## src/sha1_pkg.sv

```systemverilog
// Shared types and constants for the SHA-1 digest block.
`default_nettype none
package sha1_pkg;
   // Entry passed from front (intake) to back (compression engine)
   typedef struct packed {
      logic [7:0] data_byte;
      logic       byte_valid;
      logic       end_of_message;
   } item_type;

   localparam logic [31:0] H0_INIT = 32'h67452301;
   localparam logic [31:0] H1_INIT = 32'hEFCDAB89;
   localparam logic [31:0] H2_INIT = 32'h98BADCFE;
   localparam logic [31:0] H3_INIT = 32'h10325476;
   localparam logic [31:0] H4_INIT = 32'hC3D2E1F0;
   localparam logic [31:0] K0 = 32'h5A827999;
   localparam logic [31:0] K1 = 32'h6ED9EBA1;
   localparam logic [31:0] K2 = 32'h8F1BBCDC;
   localparam logic [31:0] K3 = 32'hCA62C1D6;
   localparam logic [7:0]  PAD_BYTE = 8'h80;
   localparam logic [5:0]  LEN_POS = 6'd56;
endpackage
`default_nettype wire

```

## src/sha1_message_digest.sv

```systemverilog
// Top level of the SHA-1 digest block: intake queue and compression engine.
//   channel   direction  handshake
//   req_      in         req_valid / req_stall, one byte item per transfer
//   rsp_      out        rsp_valid / rsp_stall, one digest word per transfer
// The engine takes a byte while idle; a full block then runs load, rounds and add.
// Finalizing pads, loads, runs the rounds and adds (twice when two padding blocks
// are needed), passes an idle state, then gives one word per cycle while rsp_stall is low.
// Reset is synchronous, active high, and restores the initial chaining words.
// A four-entry queue takes bytes while the engine is busy or the output stalls.
`default_nettype none
module sha1_message_digest
   import sha1_pkg::*;
(
   input  wire logic        clock,
   input  wire logic        reset,
   input  wire logic        req_valid,
   output logic             req_stall,
   input  wire logic [7:0]  req_data_byte,
   input  wire logic        req_byte_valid,
   input  wire logic        req_end_of_message,
   output logic             rsp_valid,
   input  wire logic        rsp_stall,
   output logic [31:0]      rsp_digest_word,
   output logic [2:0]       rsp_word_index,
   output logic             rsp_last_word,
   output logic             rsp_too_long
);
   item_type wr_item, rd_item;
   logic     rd_valid, rd_take;

   assign wr_item = '{data_byte: req_data_byte, byte_valid: req_byte_valid,
                      end_of_message: req_end_of_message};

   sha1_fifo u_fifo (
      .clock, .reset, .req_valid, .req_stall, .wr_item,
      .rd_valid, .rd_take, .rd_item
   );

   sha1_engine u_engine (
      .clock, .reset, .in_valid(rd_valid), .in_take(rd_take), .in_item(rd_item),
      .rsp_valid, .rsp_stall, .rsp_digest_word, .rsp_word_index,
      .rsp_last_word, .rsp_too_long
   );
endmodule
`default_nettype wire

```

## src/sha1_fifo.sv

```systemverilog
// Short queue between intake and compression engine.
`default_nettype none
module sha1_fifo
   import sha1_pkg::*;
(
   input  wire logic     clock,
   input  wire logic     reset,
   input  wire logic     req_valid,
   output logic          req_stall,
   input  wire item_type wr_item,
   output logic          rd_valid,
   input  wire logic     rd_take,
   output item_type      rd_item
);
   item_type   mem_ff [4];
   logic [1:0] wp_ff, wp_in, rp_ff, rp_in;
   logic [2:0] cnt_ff, cnt_in;
   logic       push, pop;

   assign req_stall = (cnt_ff == 3'd4);
   assign push      = req_valid && !req_stall;
   assign rd_valid  = (cnt_ff != 3'd0);
   assign pop       = rd_valid && rd_take;
   assign rd_item   = mem_ff[rp_ff];

   // advance pointers and occupancy
   always_comb begin
      wp_in  = push ? wp_ff + 2'd1 : wp_ff;
      rp_in  = pop ? rp_ff + 2'd1 : rp_ff;
      cnt_in = cnt_ff + {2'd0, push} - {2'd0, pop};
   end

   always_ff @(posedge clock) begin
      if (reset) begin
         wp_ff <= '0; rp_ff <= '0; cnt_ff <= '0;
      end else begin
         wp_ff <= wp_in; rp_ff <= rp_in; cnt_ff <= cnt_in;
      end
   end

   always_ff @(posedge clock) begin
      if (push) mem_ff[wp_ff] <= wr_item;
   end
endmodule
`default_nettype wire

```

## src/sha1_engine.sv

```systemverilog
// Back end: byte buffer, padding, 80-round compression and digest output.
`default_nettype none
module sha1_engine
   import sha1_pkg::*;
(
   input  wire logic     clock,
   input  wire logic     reset,
   input  wire logic     in_valid,
   output logic          in_take,
   input  wire item_type in_item,
   output logic          rsp_valid,
   input  wire logic     rsp_stall,
   output logic [31:0]   rsp_digest_word,
   output logic [2:0]    rsp_word_index,
   output logic          rsp_last_word,
   output logic          rsp_too_long
);
   localparam logic [2:0] S_IDLE = 3'd0, S_LOAD = 3'd1, S_ROUND = 3'd2,
                          S_ADD = 3'd3, S_PAD = 3'd4, S_OUT = 3'd5;

   logic [2:0]  st_ff, st_in;
   logic [31:0] wbuf_ff [16];         // block as 16 words
   logic [31:0] wsch_ff [16];         // schedule window
   logic [31:0] h_ff [5];
   logic [31:0] a_ff, b_ff, c_ff, d_ff, e_ff;
   logic [6:0]  rnd_ff;
   logic [5:0]  fill_ff;
   logic [63:0] len_ff;
   logic        ovf_ff;
   logic        eom_ff;              // finalizing in progress
   logic [1:0]  padph_ff;            // 0 none,1 second block pending,2 last done
   logic [2:0]  oidx_ff;
   logic        flag_out_ff;

   logic [31:0] f, k, t, wnew, wcur;
   logic [63:0] len_add;
   logic        store;
   logic        len_fit;

   assign len_add = len_ff + 64'd8;
   assign store   = in_item.byte_valid && !ovf_ff;
   assign in_take = (st_ff == S_IDLE) && !eom_ff;
   assign len_fit = (padph_ff == 2'd1) || (fill_ff < LEN_POS);

   // round function
   always_comb begin
      wcur = wsch_ff[0];
      wnew = {wsch_ff[13] ^ wsch_ff[8] ^ wsch_ff[2] ^ wsch_ff[0]};
      wnew = {wnew[30:0], wnew[31]};
      if (rnd_ff < 7'd20) begin
         f = (b_ff & c_ff) | (~b_ff & d_ff); k = K0;
      end else if (rnd_ff < 7'd40) begin
         f = b_ff ^ c_ff ^ d_ff; k = K1;
      end else if (rnd_ff < 7'd60) begin
         f = (b_ff & c_ff) | (b_ff & d_ff) | (c_ff & d_ff); k = K2;
      end else begin
         f = b_ff ^ c_ff ^ d_ff; k = K3;
      end
      t = {a_ff[26:0], a_ff[31:27]} + f + e_ff + wcur + k;
   end

   always_comb begin
      st_in = st_ff;
      case (st_ff)
         S_IDLE:  st_in = S_IDLE;
         S_LOAD:  st_in = S_ROUND;
         S_ROUND: st_in = (rnd_ff == 7'd79) ? S_ADD : S_ROUND;
         S_ADD:   st_in = S_IDLE;
         S_PAD:   st_in = S_LOAD;
         S_OUT:   st_in = S_OUT;
         default: st_in = S_IDLE;
      endcase
   end

   assign rsp_valid       = (st_ff == S_OUT);
   assign rsp_word_index  = oidx_ff;
   assign rsp_too_long    = flag_out_ff;
   assign rsp_last_word   = flag_out_ff || (oidx_ff == 3'd4);
   assign rsp_digest_word = flag_out_ff ? 32'd0 : h_ff[oidx_ff];

   always_ff @(posedge clock) begin
      if (reset) begin
         st_ff <= S_IDLE; fill_ff <= '0; len_ff <= '0; ovf_ff <= 1'b0;
         eom_ff <= 1'b0; padph_ff <= '0; oidx_ff <= '0; flag_out_ff <= 1'b0;
         rnd_ff <= '0;
         h_ff[0] <= H0_INIT; h_ff[1] <= H1_INIT; h_ff[2] <= H2_INIT;
         h_ff[3] <= H3_INIT; h_ff[4] <= H4_INIT;
      end else begin
         case (st_ff)
            S_IDLE: begin
               if (eom_ff) begin
                  // finish padding before taking the next transfer
                  st_ff <= (padph_ff == 2'd2) ? S_OUT : S_PAD;
                  oidx_ff <= '0; flag_out_ff <= 1'b0;
               end else if (in_valid) begin
                  // store byte, count length, start block or finalize, or flag an overlong message
                  if (store) begin
                     wbuf_ff[fill_ff[5:2]] <= (fill_ff[1:0] == 2'd0) ?
                        {in_item.data_byte, 24'd0} :
                        wbuf_ff[fill_ff[5:2]] |
                        ({24'd0, in_item.data_byte} << {~fill_ff[1:0], 3'd0});
                     fill_ff <= fill_ff + 6'd1;
                     len_ff  <= len_add;
                     if (len_add == 64'd0) ovf_ff <= 1'b1;
                  end
                  eom_ff <= in_item.end_of_message;
                  if (in_item.end_of_message && (ovf_ff || (store && len_add == 64'd0)))
                  begin
                     flag_out_ff <= 1'b1; oidx_ff <= '0; st_ff <= S_OUT;
                  end else if (store && fill_ff == 6'd63) begin
                     st_ff <= S_LOAD;
                  end else if (in_item.end_of_message) begin
                     st_ff <= S_PAD;
                  end
               end
            end
            S_PAD: begin
               // pad the current block; length goes in if it fits
               for (int i = 0; i < 16; i++) begin
                  logic [31:0] wv;
                  wv = wbuf_ff[i];
                  if (padph_ff == 2'd1) wv = 32'd0;
                  else begin
                     for (int j = 0; j < 4; j++) begin
                        if (6'(4*i+j) == fill_ff)
                           wv[31-8*j -: 8] = PAD_BYTE;
                        else if (6'(4*i+j) > fill_ff)
                           wv[31-8*j -: 8] = 8'd0;
                     end
                     if (4*i >= 4*(fill_ff[5:2]) + 4) wv = 32'd0;
                  end
                  if (len_fit && i == 14) wv = len_ff[63:32];
                  if (len_fit && i == 15) wv = len_ff[31:0];
                  wbuf_ff[i] <= wv;
               end
               if (len_fit) begin
                  padph_ff <= 2'd2;
               end else begin
                  padph_ff <= 2'd1;
               end
               st_ff <= S_LOAD;
            end
            S_LOAD: begin
               for (int i = 0; i < 16; i++) wsch_ff[i] <= wbuf_ff[i];
               a_ff <= h_ff[0]; b_ff <= h_ff[1]; c_ff <= h_ff[2];
               d_ff <= h_ff[3]; e_ff <= h_ff[4];
               rnd_ff <= '0; fill_ff <= '0;
               st_ff <= st_in;
            end
            S_ROUND: begin
               for (int i = 0; i < 15; i++) wsch_ff[i] <= wsch_ff[i+1];
               wsch_ff[15] <= wnew;
               e_ff <= d_ff; d_ff <= c_ff; c_ff <= {b_ff[1:0], b_ff[31:2]};
               b_ff <= a_ff; a_ff <= t;
               rnd_ff <= rnd_ff + 7'd1;
               st_ff <= st_in;
            end
            S_ADD: begin
               h_ff[0] <= h_ff[0] + a_ff; h_ff[1] <= h_ff[1] + b_ff;
               h_ff[2] <= h_ff[2] + c_ff; h_ff[3] <= h_ff[3] + d_ff;
               h_ff[4] <= h_ff[4] + e_ff;
               st_ff <= S_IDLE;
            end
            S_OUT: begin
               // hand out words, then return to reset values
               if (!rsp_stall) begin
                  if (rsp_last_word) begin
                     st_ff <= S_IDLE; fill_ff <= '0; len_ff <= '0; ovf_ff <= 1'b0;
                     eom_ff <= 1'b0; padph_ff <= '0; flag_out_ff <= 1'b0;
                     oidx_ff <= '0;
                     h_ff[0] <= H0_INIT; h_ff[1] <= H1_INIT; h_ff[2] <= H2_INIT;
                     h_ff[3] <= H3_INIT; h_ff[4] <= H4_INIT;
                  end else begin
                     oidx_ff <= oidx_ff + 3'd1;
                  end
               end
            end
            default: st_ff <= S_IDLE;
         endcase
      end
   end
endmodule
`default_nettype wire
```

## config.mk

```make
export PLATFORM = sky130hd
export DESIGN_NAME = sha1_message_digest
export DESIGN_NICKNAME = d
export VERILOG_FILES = /design/src/sha1_pkg.sv /design/src/sha1_message_digest.sv /design/src/sha1_fifo.sv /design/src/sha1_engine.sv
export SDC_FILE = /design/constraint.sdc
export NUM_CORES = 2
export LEC_CHECK = 0
export CORE_ASPECT_RATIO = 1.25
export CORE_UTILIZATION = 51
export DETAILED_ROUTE_END_ITERATION = 12
export DONT_BUFFER_PORTS = 1
export PLACE_DENSITY_LB_ADDON = 0.25
export SLEW_MARGIN = 0
export SYNTH_ARGS = -nofsm -noshare
export SYNTH_HDL_FRONTEND = slang
export SYNTH_SLANG_ARGS = --single-unit
```

## constraint.sdc

```tcl
create_clock -name clock -period 27.5 [get_ports clock]
set_clock_uncertainty 0.05 [all_clocks]
set_input_delay 2.75 -clock clock [delete_from_list [all_inputs] [get_ports clock]]
set_output_delay 2.75 -clock clock [all_outputs]
set_load 0.005 [all_outputs]
```

==> run metrics <==
status=complete, no violations; Global Route Usage Sum=28.26%; register area share after synthesis=55.62%; first-pass GRT wire length=about 330000 microns; ys async rst share=0%; clock latency on the worst-skew pair=between 0.8 and 0.9 ns; critical path type=reg -> reg; Final period util=28.31%; DRT antenna net count=0; setup TNS=0 ns; Worst Path Required=approximately 28 ns; antenna cells=0; global route overflow=0; H-Tree Depth=4; Fillers=approximately 12000; Synth Instances=about 6200; DR vias=a little over 50000; ys flop type=edfxtp_1; Slew headroom=16.53%; sequential share of power=41.1%; # port buffers=0; Longest Clk Path Bufs=3; multi-input logic area=between 0.03 and 0.04 sq mm; Final #Nets=~6500; Clock power frac=25.6%; Worst EP arrival=approximately 8.3 ns; Vias/cell=between 6 and 7; FMAX=0.1284 GHz; global placer's final weighted congestion=between 0.9 and 1; hold_ws=about 0.45 ns; DR pass1 iterations=6; peak supply drop=0.00009693 V; Avg Inst Size Synth=12.65 sq um; CTS tree=done; post-cts resize count=0; Routed WL per cell=between 20 and 30 microns; initial detailed-routing violation count=roughly 5000; CP Capture Type=flop; placed inst area=roughly 0.081 sq mm; Static Leak=between 20 and 30 nW; Reg area=roughly 0.044 sq mm; post-route setup slack=slightly below 20 ns; Max Cap Viol=0; RSZ-0062 raised after global routing=no; Net Sw Power=between 2 and 3 mW; final hold vios=0; Hold/Removal Path Class=reg -> reg; Syn Std Cell Area=0.07835 sq mm; DRC violations left=0; design area=about 0.086 sq mm; Clock Tree Root=clkbuf_16; number of synthesized register bits=approximately 1500; commonest non-fill, non-tap cell in the layout=edfxtp_1; Post-CTS Setup Bufs=0; EDFF count, synth=between 1000 and 1500; largest net degree at the start of global routing=between 150 and 200; hold_buf cts=0; switching portion of total power=between 30% and 40%; Logic pwr share=around a third; Worst Tran Pin Value=around 1.2 ns; warnings from Yosys=0; clk slew on worst S/H paths=0.07 ns; Final Critical Period=about 7.8 ns; hpwl dp=between 150000 and 200000 microns; post-synth cell types=80; Core Area=~0.15 sq mm; crit-path max FO=35; Die H=between 400 and 500 microns; initial antenna violation count=2; most frequent cells in the layout=edfxtp_1, nand2_1, mux2_2; pre-CTS WS=19.70 ns; Die X=352.6 microns; drt total wl=approximately 220000 microns; IO Count=53; CP Launch Type=flop; PD cells=95.82 mW/mm^2; Initial Utilization=between 50% and 60%; Layout area overhead=9.220%; Post-Syn Nets=between 6000 and 7000; final setup vio count=0; vias in the first global route=slightly above 50000; share of post-route cells with drive strength above 1=between 10% and 20%; total CTS buffers=between 150 and 200; Core Rows=160; P_int=around 5.3 mW; fin. max-slew vios=0; die area=0.1552 sq mm; CTS Sinks=~1500
## layout make-up
| type | instances | share of cell area (%) |
|---|---|---|
| Clock buffer | 183 | 4.712 |
| Clock inverter | 98 | 1.124 |
| Inverter | 254 | 1.114 |
| Multi-Input combinational cell | 4135 | 38.34 |
| Sequential cell | 1485 | 50.94 |
| Tap cell | 2025 | 2.961 |
| Timing Repair Buffer | 85 | 0.8041 |
## power groups by stage
stage          clock, mW  sequential (mW)  combinational, mW
4_1_cts             2.13             3.36               2.73
2_1_floorplan          0             3.43               1.93
6_report            2.10             3.37               2.73
3_3_place_gp           0             3.39               2.66
3_5_place_dp           0             3.41               2.71
5_1_grt             2.20             3.40               2.99
## state kept, by name, summed over array words and instances, names as in the netlist, named ones only
| name | count |
|---|---|
| u_engine.wsch_ff | 512 |
| u_fifo.wp_ff | 2 |
| u_engine.wbuf_ff | 512 |
| u_engine.b_ff | 32 |
| u_engine.padph_ff | 2 |
| u_engine.h_ff | 160 |
| u_engine.eom_ff | 1 |
| u_engine.a_ff | 32 |
| u_engine.fill_ff | 6 |
| u_engine.rnd_ff | 7 |
| u_engine.rsp_too_long | 1 |
| u_engine.e_ff | 32 |
| u_engine.st_ff | 3 |
| u_fifo.cnt_ff | 3 |
| u_fifo.mem_ff | 40 |
| u_fifo.rp_ff | 2 |
| u_engine.ovf_ff | 1 |
| u_engine.len_ff | 61 |
| u_engine.c_ff | 32 |
| u_engine.rsp_word_index | 3 |
| u_engine.d_ff | 32 |
## through the flow
stage               power [mW]  utilization, %  std cells
finish                   8.200           56.17       8265
global route             8.590           56.17       8265
CTS                      8.220           56.17       8265
detailed placement       6.122           52.90       7984
global placement         6.058           52.90       7984
floorplan                5.358               -       6194
## kinds of logic after synthesis
kind of cell               count (synthesis)  synth area share [%]
AOI/OAI and AO/OA                       1038                 8.190
and+or+nand+nor                         1737                 10.08
DFF                                     1485                 55.62
muxes                                    729                 13.31
xor gates and xnor gates                 267                 2.985
adders and majority gates                364                 7.010
buffers and inverters                    574                 2.807
## metal layers
metal	vias up	wire [microns]	track usage, %
met5	-	13	0
met4	2	10830	13.53
met3	471	15910	5.176
met2	2042	108300	47.63
met1	26180	85360	35.23
li1	22920	-	-
## final timing paths
| check | slack, ns | endpoint | depth (start not counted) | start |
|---|---|---|---|---|
| max | 19.71 | u_engine.a_ff[28] | 25 | u_engine.rnd_ff[3] |
| min | 0.45 | u_engine.rsp_too_long | 2 | u_engine.rsp_too_long |
| max reg2reg | 19.71 | u_engine.a_ff[28] | 25 | u_engine.rnd_ff[3] |
| min reg2reg | 0.45 | u_engine.rsp_too_long | 2 | u_engine.rsp_too_long |
## synthesized netlist by cell type (34+ instances only)
cell      instances  area [sq um]
nand2_1         808          3033
ha_1            239          2990
a21o_1          102         765.7
and3_1           46         287.8
xnor2_1         189          1655
buf_1            37         138.9
nor2_1          343          1287
mux4_2          202          4549
fa_1            125          2502
mux2i_1          46         460.4
xor2_1           78         683.2
a31oi_1          53         331.6
nor4_1           37         231.5
nor2b_1          68         425.4
dfxtp_1         101          2022
o21ai_0         302          1511
nand3_1          93         465.5
nand4_1          47         294.0
nor3_1           88         440.4
a211oi_1         36         270.3
edfxtp_1       1384         41560
a21oi_1         299          1496
mux2_2          481          5416
nand2b_1         34         212.7
or3_1            63         394.1
clkbuf_1        261         979.7
inv_1           252         945.9
## critical path: stages (launching register included)
cell and delay, ns:
dfxtp_1 0.37, nand4_1 0.15, nor2b_1 0.33, inv_1 0.27
nor2_1 0.60, clkinv_1 0.21, nand2_1 0.10, buf_4 0.40
nor2_1 0.07, nor2_1 0.13, fa_1 0.48, fa_1 0.53
inv_1 0.05, fa_1 0.55, inv_1 0.06, ha_1 0.30
a211oi_1 0.33, o21ai_0 0.20, a221o_1 0.41, o22a_1 0.31
a311oi_1 0.56, o21ai_0 0.24, a31oi_1 0.20, o21bai_1 0.09
or2_2 0.28, a31o_2 0.24
Note: power is estimated with default switching activity, not from simulation.
